<file path="config.mk">
export PLATFORM = sky130hd
export DESIGN_NAME = hid_keyboard_report_builder_flat
export DESIGN_NICKNAME = d
export VERILOG_FILES = /design/src/rtl/hkrb_pkg.sv /design/src/rtl/hkrb_event_if.sv /design/src/rtl/hkrb_report_if.sv /design/src/rtl/hkrb_resolve.sv /design/src/rtl/hid_keyboard_report_builder.sv /design/src/flat_wrapper.sv
export SDC_FILE = /design/constraint.sdc
export NUM_CORES = 1
export LEC_CHECK = 0
export BUFFER_PORTS_ARGS = -buffer_cell sky130_fd_sc_hd__buf_2
export CORE_ASPECT_RATIO = 1.75
export CORE_UTILIZATION = 45
export CTS_CLUSTER_DIAMETER = 100
export DETAILED_ROUTE_END_ITERATION = 6
export PLACE_DENSITY = 0.67
export REMOVE_ABC_BUFFERS = 1
export SYNTH_ARGS = -nofsm -noshare
export SYNTH_HDL_FRONTEND = slang
export SYNTH_SLANG_ARGS = --single-unit
</file>
<file path="constraint.sdc">
create_clock -name clk -period 3.7 [get_ports clk]
set_input_delay 0.555 -clock clk [delete_from_list [all_inputs] [get_ports clk]]
set_output_delay 0.555 -clock clk [all_outputs]
set_load 0.02 [all_outputs]
</file>
<file path="src/rtl/hkrb_pkg.sv">
package hkrb_pkg;

	localparam int unsigned KEY_W = 8;
	localparam int unsigned SHOWN_SLOTS = 6;

	// input kinds
	localparam logic [1:0] KIND_PRESS = 2'd0;
	localparam logic [1:0] KIND_RELEASE = 2'd1;
	localparam logic [1:0] KIND_RELEASE_ALL = 2'd2;
	localparam logic [1:0] KIND_TYPE = 2'd3;

	// result status codes
	localparam logic [1:0] STATUS_OK = 2'd0;
	localparam logic [1:0] STATUS_UNMAPPED = 2'd1;
	localparam logic [1:0] STATUS_FULL = 2'd2;

	// key code ranges
	localparam logic [7:0] CODE_MODIFIER_BASE = 8'd128;
	localparam logic [7:0] CODE_RAW_BASE = 8'd136;

	// table entry bits
	localparam logic [7:0] SHIFT_FLAG = 8'h80;
	localparam logic [7:0] USAGE_MASK = 8'h7f;
	localparam logic [7:0] LEFT_SHIFT_BIT = 8'h02;

	// ascii to usage, top bit asks for left shift, zero is unmapped
	localparam logic [7:0] CHAR_MAP [128] = '{
		8'h00, 8'h00, 8'h00, 8'h00, 8'h00, 8'h00, 8'h00, 8'h00,
		8'h2a, 8'h2b, 8'h28, 8'h00, 8'h00, 8'h00, 8'h00, 8'h00,
		8'h00, 8'h00, 8'h00, 8'h00, 8'h00, 8'h00, 8'h00, 8'h00,
		8'h00, 8'h00, 8'h00, 8'h00, 8'h00, 8'h00, 8'h00, 8'h00,
		8'h2c, 8'h9e, 8'hb4, 8'ha0, 8'ha1, 8'ha2, 8'ha4, 8'h34,
		8'ha6, 8'ha7, 8'ha5, 8'hae, 8'h36, 8'h2d, 8'h37, 8'h38,
		8'h27, 8'h1e, 8'h1f, 8'h20, 8'h21, 8'h22, 8'h23, 8'h24,
		8'h25, 8'h26, 8'hb3, 8'h33, 8'hb6, 8'h2e, 8'hb7, 8'hb8,
		8'h9f, 8'h84, 8'h85, 8'h86, 8'h87, 8'h88, 8'h89, 8'h8a,
		8'h8b, 8'h8c, 8'h8d, 8'h8e, 8'h8f, 8'h90, 8'h91, 8'h92,
		8'h93, 8'h94, 8'h95, 8'h96, 8'h97, 8'h98, 8'h99, 8'h9a,
		8'h9b, 8'h9c, 8'h9d, 8'h2f, 8'h31, 8'h30, 8'ha3, 8'had,
		8'h35, 8'h04, 8'h05, 8'h06, 8'h07, 8'h08, 8'h09, 8'h0a,
		8'h0b, 8'h0c, 8'h0d, 8'h0e, 8'h0f, 8'h10, 8'h11, 8'h12,
		8'h13, 8'h14, 8'h15, 8'h16, 8'h17, 8'h18, 8'h19, 8'h1a,
		8'h1b, 8'h1c, 8'h1d, 8'haf, 8'hb1, 8'hb0, 8'hb5, 8'h00
	};

	// outcome of resolving one key code
	typedef struct packed {
		logic       mapped;
		logic [7:0] usage;
		logic [7:0] modifier;
	} resolve_t;

endpackage

</file>
<file path="src/rtl/hkrb_event_if.sv">
interface hkrb_event_if;
	logic       valid;
	logic       ready;
	logic [1:0] kind;
	logic [7:0] key_code;

	modport source (output valid, output kind, output key_code, input ready);
	modport sink (input valid, input kind, input key_code, output ready);
endinterface

</file>
<file path="src/rtl/hkrb_report_if.sv">
interface hkrb_report_if;
	logic       valid;
	logic       ready;
	logic       report_valid;
	logic [1:0] status;
	logic       last;
	logic [7:0] modifier_bits;
	logic [7:0] slot_zero;
	logic [7:0] slot_one;
	logic [7:0] slot_two;
	logic [7:0] slot_three;
	logic [7:0] slot_four;
	logic [7:0] slot_five;

	modport source (
		output valid, output report_valid, output status, output last,
		output modifier_bits, output slot_zero, output slot_one, output slot_two,
		output slot_three, output slot_four, output slot_five,
		input ready
	);
	modport sink (
		input valid, input report_valid, input status, input last,
		input modifier_bits, input slot_zero, input slot_one, input slot_two,
		input slot_three, input slot_four, input slot_five,
		output ready
	);
endinterface

</file>
<file path="src/rtl/hkrb_resolve.sv">
module hkrb_resolve (
	input  logic [7:0]          key_code,
	input  logic                set,
	input  logic [7:0]          modifier,
	output hkrb_pkg::resolve_t  res
);
	import hkrb_pkg::*;

	logic [7:0] entry;
	logic [7:0] mod_bit;

	assign entry = CHAR_MAP[key_code[6:0]];
	assign mod_bit = 8'd1 << key_code[2:0];

	// raw usage, modifier bit, or ascii through the character map
	always_comb begin
		res.mapped = 1'b1;
		res.usage = 8'd0;
		res.modifier = modifier;
		if (key_code >= CODE_RAW_BASE) begin
			res.usage = key_code - CODE_RAW_BASE;
		end else if (key_code >= CODE_MODIFIER_BASE) begin
			res.modifier = set ? (modifier | mod_bit) : (modifier & ~mod_bit);
		end else if (entry == 8'd0) begin
			res.mapped = 1'b0;
		end else begin
			res.usage = entry & USAGE_MASK;
			if ((entry & SHIFT_FLAG) != 8'd0) begin
				res.modifier = set ? (modifier | LEFT_SHIFT_BIT)
					: (modifier & ~LEFT_SHIFT_BIT);
			end
		end
	end
endmodule

</file>
<file path="src/rtl/hid_keyboard_report_builder.sv">
// channel      dir  payload                                       handshake
// event_ch     in   kind, key_code                                valid/ready
// report_ch    out  report_valid, status, last, modifier_bits,    valid/ready
//                   slot_zero .. slot_five
//
// press, release and release-all transactions each give one result; a type transaction
// gives two, as the held input register issues press then release.
// results leave through a single output register; input register and state
// update together, so a new transaction is taken each cycle the output drains, but for the press half of a type.
// reset clears the report state (all slots empty, no modifiers) and both
// valid flags; a stalled output holds the input register and its transaction.
module hid_keyboard_report_builder #(
	parameter int SLOT_COUNT = 6
) (
	input  logic                 clk,
	input  logic                 arst_n,
	hkrb_event_if.sink           event_ch,
	hkrb_report_if.source        report_ch
);
	import hkrb_pkg::*;

	localparam int SHOW = (SLOT_COUNT < SHOWN_SLOTS) ? SLOT_COUNT : SHOWN_SLOTS;

	// input register
	logic       valid_s1;
	logic [1:0] kind_s1;
	logic [7:0] code_s1;
	logic       phase_s1;

	// result register
	logic       valid_s2;
	logic       report_valid_s2;
	logic [1:0] status_s2;
	logic       last_s2;
	logic [7:0] modifier_s2;
	logic [7:0] shown_s2 [SHOWN_SLOTS];

	// report state
	logic [7:0] modifier_q;
	logic [7:0] slots_q [SLOT_COUNT];

	logic       step;
	logic       is_release;
	logic       done_s1;
	resolve_t   res;
	logic       present;
	logic       has_free;
	logic [SLOT_COUNT-1:0] first_free;
	logic [7:0] modifier_next;
	logic [7:0] slots_next [SLOT_COUNT];
	logic       report_ok;
	logic [1:0] status_next;
	logic [7:0] shown_next [SHOWN_SLOTS];

	assign step = valid_s1 && (!valid_s2 || report_ch.ready);
	assign is_release = (kind_s1 == KIND_RELEASE) || ((kind_s1 == KIND_TYPE) && phase_s1);
	assign done_s1 = step && !((kind_s1 == KIND_TYPE) && !phase_s1);
	assign event_ch.ready = !valid_s1 || done_s1;

	hkrb_resolve u_resolve (
		.key_code (code_s1),
		.set      (!is_release),
		.modifier (modifier_q),
		.res      (res)
	);

	// slot search: presence and first empty slot
	always_comb begin
		logic found;
		present = 1'b0;
		found = 1'b0;
		first_free = '0;
		for (int i = 0; i < SLOT_COUNT; i++) begin
			if (slots_q[i] == res.usage) present = 1'b1;
			if (!found && slots_q[i] == 8'd0) begin
				first_free[i] = 1'b1;
				found = 1'b1;
			end
		end
		has_free = found;
	end

	// next report state and result status
	always_comb begin
		modifier_next = modifier_q;
		for (int i = 0; i < SLOT_COUNT; i++) slots_next[i] = slots_q[i];
		report_ok = 1'b1;
		status_next = STATUS_OK;
		if (kind_s1 == KIND_RELEASE_ALL) begin
			modifier_next = 8'd0;
			for (int i = 0; i < SLOT_COUNT; i++) slots_next[i] = 8'd0;
		end else if (!res.mapped) begin
			report_ok = 1'b0;
			status_next = STATUS_UNMAPPED;
		end else if (is_release) begin
			modifier_next = res.modifier;
			if (res.usage != 8'd0) begin
				for (int i = 0; i < SLOT_COUNT; i++)
					if (slots_q[i] == res.usage) slots_next[i] = 8'd0;
			end
		end else begin
			modifier_next = res.modifier;
			if (!present) begin
				if (has_free) begin
					for (int i = 0; i < SLOT_COUNT; i++)
						if (first_free[i]) slots_next[i] = res.usage;
				end else begin
					report_ok = 1'b0;
					status_next = STATUS_FULL;
				end
			end
		end
	end

	// shown slots, those past the slot count read zero
	always_comb begin
		for (int i = 0; i < SHOWN_SLOTS; i++) shown_next[i] = 8'd0;
		for (int i = 0; i < SHOW; i++) shown_next[i] = report_ok ? slots_next[i] : 8'd0;
	end

	// input register and type phase
	always_ff @(posedge clk or negedge arst_n) begin
		if (!arst_n) begin
			valid_s1 <= 1'b0;
			phase_s1 <= 1'b0;
		end else if (event_ch.valid && event_ch.ready) begin
			valid_s1 <= 1'b1;
			phase_s1 <= 1'b0;
		end else if (done_s1) begin
			valid_s1 <= 1'b0;
		end else if (step) begin
			phase_s1 <= 1'b1;
		end
	end

	always_ff @(posedge clk) begin
		if (event_ch.valid && event_ch.ready) begin
			kind_s1 <= event_ch.kind;
			code_s1 <= event_ch.key_code;
		end
	end

	// report state update
	always_ff @(posedge clk or negedge arst_n) begin
		if (!arst_n) begin
			modifier_q <= 8'd0;
			for (int i = 0; i < SLOT_COUNT; i++) slots_q[i] <= 8'd0;
		end else if (step) begin
			modifier_q <= modifier_next;
			for (int i = 0; i < SLOT_COUNT; i++) slots_q[i] <= slots_next[i];
		end
	end

	// result register
	always_ff @(posedge clk or negedge arst_n) begin
		if (!arst_n) begin
			valid_s2 <= 1'b0;
		end else if (step) begin
			valid_s2 <= 1'b1;
		end else if (report_ch.ready) begin
			valid_s2 <= 1'b0;
		end
	end

	always_ff @(posedge clk) begin
		if (step) begin
			report_valid_s2 <= report_ok;
			status_s2 <= status_next;
			last_s2 <= !((kind_s1 == KIND_TYPE) && !phase_s1);
			modifier_s2 <= report_ok ? modifier_next : 8'd0;
			for (int i = 0; i < SHOWN_SLOTS; i++) shown_s2[i] <= shown_next[i];
		end
	end

	assign report_ch.valid = valid_s2;
	assign report_ch.report_valid = report_valid_s2;
	assign report_ch.status = status_s2;
	assign report_ch.last = last_s2;
	assign report_ch.modifier_bits = modifier_s2;
	assign report_ch.slot_zero = shown_s2[0];
	assign report_ch.slot_one = shown_s2[1];
	assign report_ch.slot_two = shown_s2[2];
	assign report_ch.slot_three = shown_s2[3];
	assign report_ch.slot_four = shown_s2[4];
	assign report_ch.slot_five = shown_s2[5];
endmodule

</file>
<file path="src/flat_wrapper.sv">
// flat-port wrapper written by rule: the top's interface ports become plain ports
module hid_keyboard_report_builder_flat import hkrb_pkg::*;
#(
	parameter int SLOT_COUNT = 6
)
  (clk, arst_n, event_ch_valid, event_ch_kind, event_ch_key_code, event_ch_ready, report_ch_valid, report_ch_report_valid, report_ch_status, report_ch_last, report_ch_modifier_bits, report_ch_slot_zero, report_ch_slot_one, report_ch_slot_two, report_ch_slot_three, report_ch_slot_four, report_ch_slot_five, report_ch_ready);
  hkrb_event_if event_ch_i ();
  hkrb_report_if report_ch_i ();
  input  logic clk;
  input  logic arst_n;
  input wire logic [$bits(event_ch_i.valid)-1:0] event_ch_valid;
  input wire logic [$bits(event_ch_i.kind)-1:0] event_ch_kind;
  input wire logic [$bits(event_ch_i.key_code)-1:0] event_ch_key_code;
  output wire logic [$bits(event_ch_i.ready)-1:0] event_ch_ready;
  output wire logic [$bits(report_ch_i.valid)-1:0] report_ch_valid;
  output wire logic [$bits(report_ch_i.report_valid)-1:0] report_ch_report_valid;
  output wire logic [$bits(report_ch_i.status)-1:0] report_ch_status;
  output wire logic [$bits(report_ch_i.last)-1:0] report_ch_last;
  output wire logic [$bits(report_ch_i.modifier_bits)-1:0] report_ch_modifier_bits;
  output wire logic [$bits(report_ch_i.slot_zero)-1:0] report_ch_slot_zero;
  output wire logic [$bits(report_ch_i.slot_one)-1:0] report_ch_slot_one;
  output wire logic [$bits(report_ch_i.slot_two)-1:0] report_ch_slot_two;
  output wire logic [$bits(report_ch_i.slot_three)-1:0] report_ch_slot_three;
  output wire logic [$bits(report_ch_i.slot_four)-1:0] report_ch_slot_four;
  output wire logic [$bits(report_ch_i.slot_five)-1:0] report_ch_slot_five;
  input wire logic [$bits(report_ch_i.ready)-1:0] report_ch_ready;
  assign event_ch_i.valid = event_ch_valid;
  assign event_ch_i.kind = event_ch_kind;
  assign event_ch_i.key_code = event_ch_key_code;
  assign event_ch_ready = event_ch_i.ready;
  assign report_ch_valid = report_ch_i.valid;
  assign report_ch_report_valid = report_ch_i.report_valid;
  assign report_ch_status = report_ch_i.status;
  assign report_ch_last = report_ch_i.last;
  assign report_ch_modifier_bits = report_ch_i.modifier_bits;
  assign report_ch_slot_zero = report_ch_i.slot_zero;
  assign report_ch_slot_one = report_ch_i.slot_one;
  assign report_ch_slot_two = report_ch_i.slot_two;
  assign report_ch_slot_three = report_ch_i.slot_three;
  assign report_ch_slot_four = report_ch_i.slot_four;
  assign report_ch_slot_five = report_ch_i.slot_five;
  assign report_ch_i.ready = report_ch_ready;
  hid_keyboard_report_builder #(.SLOT_COUNT(SLOT_COUNT)) u_core (.clk(clk), .arst_n(arst_n), .event_ch(event_ch_i), .report_ch(report_ch_i));
endmodule
</file>
* Word level (Yosys, flattened, before mapping)
Memories as Yosys holds them, arrays and structs flattened. Cells that the tools add are included.
Storage, ports and cells: flip-flop bits (word level) 81, output and inout port bits 62, bits in read-only memories 1024, memories kept 2, bits in writable memories 48, bits of input ports 14
Operators by class: bitwise operators 5, shift-type cells 1, $lt $le $gt $ge 3, eq/ne operators 10, reductions and logical operators 35, multiplexer cells 73, add/sub/neg operators 1
Memory list:
- (no name shown) | words 128, bits a word 8, read ports 1, clocked after memory_dff 0, write ports 0, line hkrb_resolve.sv:12 | assign entry = CHAR_MAP[key_code[6:0]];
- u_core.shown_s2 | words 6, bits a word 8, read ports 6, clocked after memory_dff 0, write ports 6, line hid_keyboard_report_builder.sv:36 | logic [7:0] shown_s2 [SHOWN_SLOTS];
Operator list (count):
- 48-bit 2-to-1 mux | 6
- 8-bit 2-to-1 mux | 26
- 8-bit logical NOT | 7
- 8-bit == test | 6
- 1-bit 2-to-1 mux | 36
- 8-bit >= comparator (second input constant) | 3
- 15-bit 2-to-1 mux | 1
- 1-bit logical AND | 10
- 1-bit logical NOT | 9
- 9-bit 2-to-1 mux | 1
- 8-bit bitwise AND | 1
- 7-bit NOT with 8-bit output | 1
- 8-bit NOT | 1
- 8-bit bitwise OR | 1
- 8-bit nonzero test | 1
- 1-bit by 3-bit << shifter with 8-bit output (first input constant) | 1
- 8-bit subtractor (second input constant) | 1
- 2-bit 2-to-1 mux | 3
- 2-bit nonzero test | 3
- 2-bit == test (second input constant) | 2
- 4-bit OR reduction | 1
- 1-bit logical OR | 3
- 2-bit by 1-bit == test with 1-bit output (second input constant) | 1
- 2-bit != test (second input constant) | 1
- 2 further kinds | 2

* Depth between registers and ports, before layout
word-level depth 24, gate-level depth with buffers 18, gate-level depth less buffers 12

* Modules after synthesis
Synthesis repeated with hierarchy kept, for this count alone.
Second synthesis, totals: cell total of the unflattened synthesis 813, area total of the unflattened synthesis 7893.8 um^2
By module, submodules not included:
- hid_keyboard_report_builder | sequential area each 3578.4 um^2, times used 1, cells each 629, area each 6756.5 um^2
- hkrb_resolve | sequential area each 0.0 um^2, times used 1, cells each 184, area each 1137.3 um^2

* Worst setup path before layout
No wires, ideal clock.
path kind reg2reg, start point reg u_core.code_s1[1], end point mem u_core.shown_s2[0][0], data pin, data required time 3.445 ns, setup slack -0.122 ns, cell stages (with the launch flop) 17, buffers on the path 4, arrival time 3.567 ns, cell sequence edfxtp_1 > clkbuf_1 > inv_1 > ha_1 > nor2b_1 > o21ai_0 > o2111a_1 > or2_1 > clkbuf_2 > xnor2_1 > a2111o_1 > nor4_4 > nor3_2 > buf_2 > buf_1 > nand3_1 > a21oi_2
RTL lines:
- start: declaration | line hid_keyboard_report_builder.sv:27 | logic [7:0] code_s1;
- start signal: assignment | line hid_keyboard_report_builder.sv:139 | code_s1 <= event_ch.key_code;
- end: declaration | line hid_keyboard_report_builder.sv:36

* Worst setup path in the final report
start point reg u_core.code_s1[1], end point reg u_core.slots_q[39] (netlist name)
On the way: word-level cells in the longest chain between the ends 19
RTL lines:
- 7-bit NOT with 8-bit output (implied by the code) | line hkrb_resolve.sv:12
- memory read 128 x 8 bit
- 8-bit 2-to-1 mux (implied by the code) (2 in series) | line hkrb_resolve.sv:12
- 8-bit logical NOT | line hkrb_resolve.sv:24 | end else if (entry == 8'd0) begin
- 15-bit 2-to-1 mux | line hkrb_resolve.sv:24
- 9-bit 2-to-1 mux | line hkrb_resolve.sv:22 | end else if (key_code >= CODE_MODIFIER_BASE) begin
- 8-bit 2-to-1 mux | line hkrb_resolve.sv:20 | if (key_code >= CODE_RAW_BASE) begin
- 8-bit == test | line hid_keyboard_report_builder.sv:74 | if (slots_q[i] == res.usage) present = 1'b1;
- 1-bit 2-to-1 mux (6 in series) | line hid_keyboard_report_builder.sv:74
- 48-bit 2-to-1 mux | line hid_keyboard_report_builder.sv:103 | if (!present) begin
- 48-bit 2-to-1 mux | line hid_keyboard_report_builder.sv:95 | end else if (is_release) begin
- 48-bit 2-to-1 mux * | line hid_keyboard_report_builder.sv:92 | end else if (!res.mapped) begin
- 48-bit 2-to-1 mux * | line hid_keyboard_report_builder.sv:89 | if (kind_s1 == KIND_RELEASE_ALL) begin
- end: declaration | line hid_keyboard_report_builder.sv:40 | logic [7:0] slots_q [SLOT_COUNT];
Every way passes the cells marked *; elsewhere a longest branch is shown, timed or not. The select of a mux whose other input is x is not followed. A chain may end at the register's enable or synchronous reset.

==> flow_summary.json <==
{
  "core_area_um2": 18050,
  "max-slew-margin-rel_pct": 41.92,
  "routedWlPerCell_um": 21.41,
  "numCtsBuffers": 17,
  "tns_ns": 0,
  "finalHoldViolations": 0,
  "dp.cells": 1248,
  "post_synth.cell_area_avg_um2": 9.481,
  "cts_buffer_depth": 2,
  "worst_pin_slew_ns": 0.8712,
  "slew_viol_final": 0,
  "post_layout_nonfiller_instances": 1298,
  "p_leak_uw": 0.004211,
  "root_buffer": "clkbuf_16",
  "finalSetupViolations": 0,
  "io-pin-count": 76,
  "cts_hold_buf": 0,
  "dr.pass1.iters": 5,
  "grt_overflow": 0,
  "critical_path_class": "register to register",
  "hp-class": "input pin to asynchronous set/reset pin",
  "synth_mux_area_share_pct": 0.8398,
  "antenna_found_initial": 0,
  "synth_ff_type": "edfxtp_1",
  "critPathLaunchType": "register",
  "holdWs_ns": 0.2429,
  "critPathBufInv": 4,
  "port_buffers": 75,
  "timing.final.ws_setup_ns": 0.06545,
  "start_util_pct": 46.21,
  "clk_latency_ns": 0.43,
  "cp.arrival_ns": 3.97,
  "cpMaxStageDelayCell": "o21ai_1",
  "crit_top_cell": "buf_4",
  "status": "completed",
  "die_y_um": 182.1,
  "gp_congestion": 0.9558,
  "wirelength_um": 27790,
  "vias": 8039,
  "grt_util_all_layers_pct": 29.46,
  "crit_fanout": 8,
  "synth_xor_area_share_pct": 4.514,
  "ys_ff_latch": 129,
  "timing.fmax_mhz": 275.1,
  "final_cell_mix": "buf_4, nand2_1, buf_2",
  "endpoint_kind": "register",
  "cts.sinks": 129,
  "htreeDepth": 4,
  "synth_compound_area_share_pct": 21.88,
  "ys_seq_area_share_pct": 42.89,
  "die_area_um2": 19110,
  "critical_path.top_delay_family": "compound AO/OA/AOI/OAI gates",
  "skew_ns": 0.008958,
  "drt_iter0_markers": 630,
  "synth_fa_ha_area_share_pct": 1.500,
  "path_clk_slew_ns": 0.06,
  "drc": 0,
  "grt_pass1_vias": 8080,
  "worstPathRequired_ns": 4.04,
  "cellPowerDensity_nw_per_um2": 626.5,
  "synthesis.instances": 880,
  "finalCritPeriodShare_pct": 98.23,
  "dp_slack_ns": -0.1906,
  "synth_top_family_by_area": "simple AND/OR/NAND/NOR gates",
  "dp_hpwl_um": 20310,
  "yosysWarnings": 0,
  "ys_async_sr_fraction_pct": 45.74,
  "rsz0062_at_grt": "yes",
  "finalCriticalPeriod_ns": 3.635,
  "synth_edf_count": 70,
  "die_x_um": 104.9,
  "synth_area_leaders": "edfxtp_1, dfrtp_1, nand2_1, a21oi_2, o2bb2ai_1",
  "synthSimpleGateAreaFrac_pct": 23.05,
  "yosys.area.top_type_share_pct": 25.19,
  "synth_area_um2": 8343,
  "ys_types": 87,
  "areaGrowthSynthToFinish_pct": 29.36,
  "path_cells": "buf_4 -> ha_1 -> buf_4 -> nand2b_1 -> a21oi_1 -> o31ai_2 -> o21a_2 -> buf_4 -> and4_1 -> a41oi_1 -> nor4b_2 -> buf_4 -> o21ai_1 -> nand2_1 -> o21ai_0",
  "layout-drive-gt1-share_pct": 34.87,
  "cts_tree": "built",
  "max_cap_violations": 0,
  "rows": 65,
  "avgViaCountPerCell": 6.193,
  "fin_nets": 1075,
  "peakVddDrop_v": 0.0005157,
  "grt_pass1_wl_um": 43110,
  "layout_commonest_cell": "buf_4",
  "insertedDiodeCount": 0,
  "yosys.area.top_type": "edfxtp_1",
  "postRouteAntennaNets": 0,
  "grt_start_max_net_pins": 37,
  "utilization_pct": 59.78,
  "worst_path_largest_cell_delay_ns": 0.50
}
[cell families after synthesis]
family          count (synthesis)
simple gates                  363
compound gates                245
flops                         129
buf+inv                        83
xor+xnor                       43
fa+ha+maj                      10
mux                             7
[where the power goes]
part	internal [µW]	switching, µW
Combinational	1070	1670
Sequential	1900	310
Clock	1140	668
[metal layers]
metal / wire [µm] / global-route usage [%]
met3: 1209 / 4.071
met1: 9958 / 31.06
met5: 0 / 0
met4: 2085 / 20.45
met2: 14540 / 53.64
[cell usage after synthesis (all sizes together), types with 9 or more instances]
master and count:
nand4 21, or3 11, dfrtp 59, xnor2 27
o21ai 53, xor2 16, inv 15, clkbuf 31
nor2 46, ha 10, nand2 120, nor3 19
nor4 32, nand2b 21, nor2b 9, buf 37
o2bb2ai 32, nand3 44, a21oi 74, edfxtp 70
[stage by stage]
step,total power (µW),instance area (µm²)
finish,6762,10790
global route,7060,10790
CTS,6604,10420
detailed placement,4620,9644
global placement,4593,9644
floorplan,3686,7955
[worst register-to-register path, stage by stage, from the launching register on]
cell      delay [ns]
edfxtp_1        0.42
buf_4           0.16
ha_1            0.29
buf_4           0.20
nand2b_1        0.06
a21oi_1         0.07
o31ai_2         0.30
o21a_2          0.28
buf_4           0.23
and4_1          0.24
a41oi_1         0.17
nor4b_2         0.22
buf_4           0.15
o21ai_1         0.50
nand2_1         0.15
o21ai_0         0.11
[area by class of cell]
class	instances	area, µm²
fill	1586	7262
multi-input combinational	668	4686
sequential	129	3578
timing repair buffer	220	1544
clock buffer	18	429.2
tap	234	292.8
clock inverter	14	202.7
inverter	15	60.06
[registers in the layout, indices dropped and copies added (netlist names), 2 cells and up]
signal	flops
u_core.shown_s2	48
u_core.code_s1	8
u_core.slots_q	48
u_core.modifier_q	8
u_core.kind_s1	2
u_core.report_ch.status	2
u_core.report_ch.modifier_bits	8
[what timing repair did]
| item | in CTS | in global routing |
|---|---|---|
| setup endpoints to repair | 100 | 106 |
| pin swaps | 5 | 17 |
| setup buffers | 7 | 11 |
| resized for setup | 24 | 57 |
[path summary, 6_finish.rpt]
| path | start | to | slack (ns) | depth (start not counted) |
|---|---|---|---|---|
| max | u_core.code_s1[1] | u_core.slots_q[39] | 0.07 | 15 |
| min | arst_n | u_core.modifier_q[2] | 0.24 | 1 |
| max reg2reg | u_core.code_s1[1] | u_core.slots_q[39] | 0.07 | 15 |
| min reg2reg | u_core.valid_s1 | u_core.report_ch.valid | 0.50 | 1 |
| max in group asynchronous | arst_n | u_core.slots_q[39] | 2.58 | 2 |
| min in group clk | event_ch_key_code[6] | u_core.code_s1[6] | 0.30 | 1 |
Power figures use the tool's default switching activity.
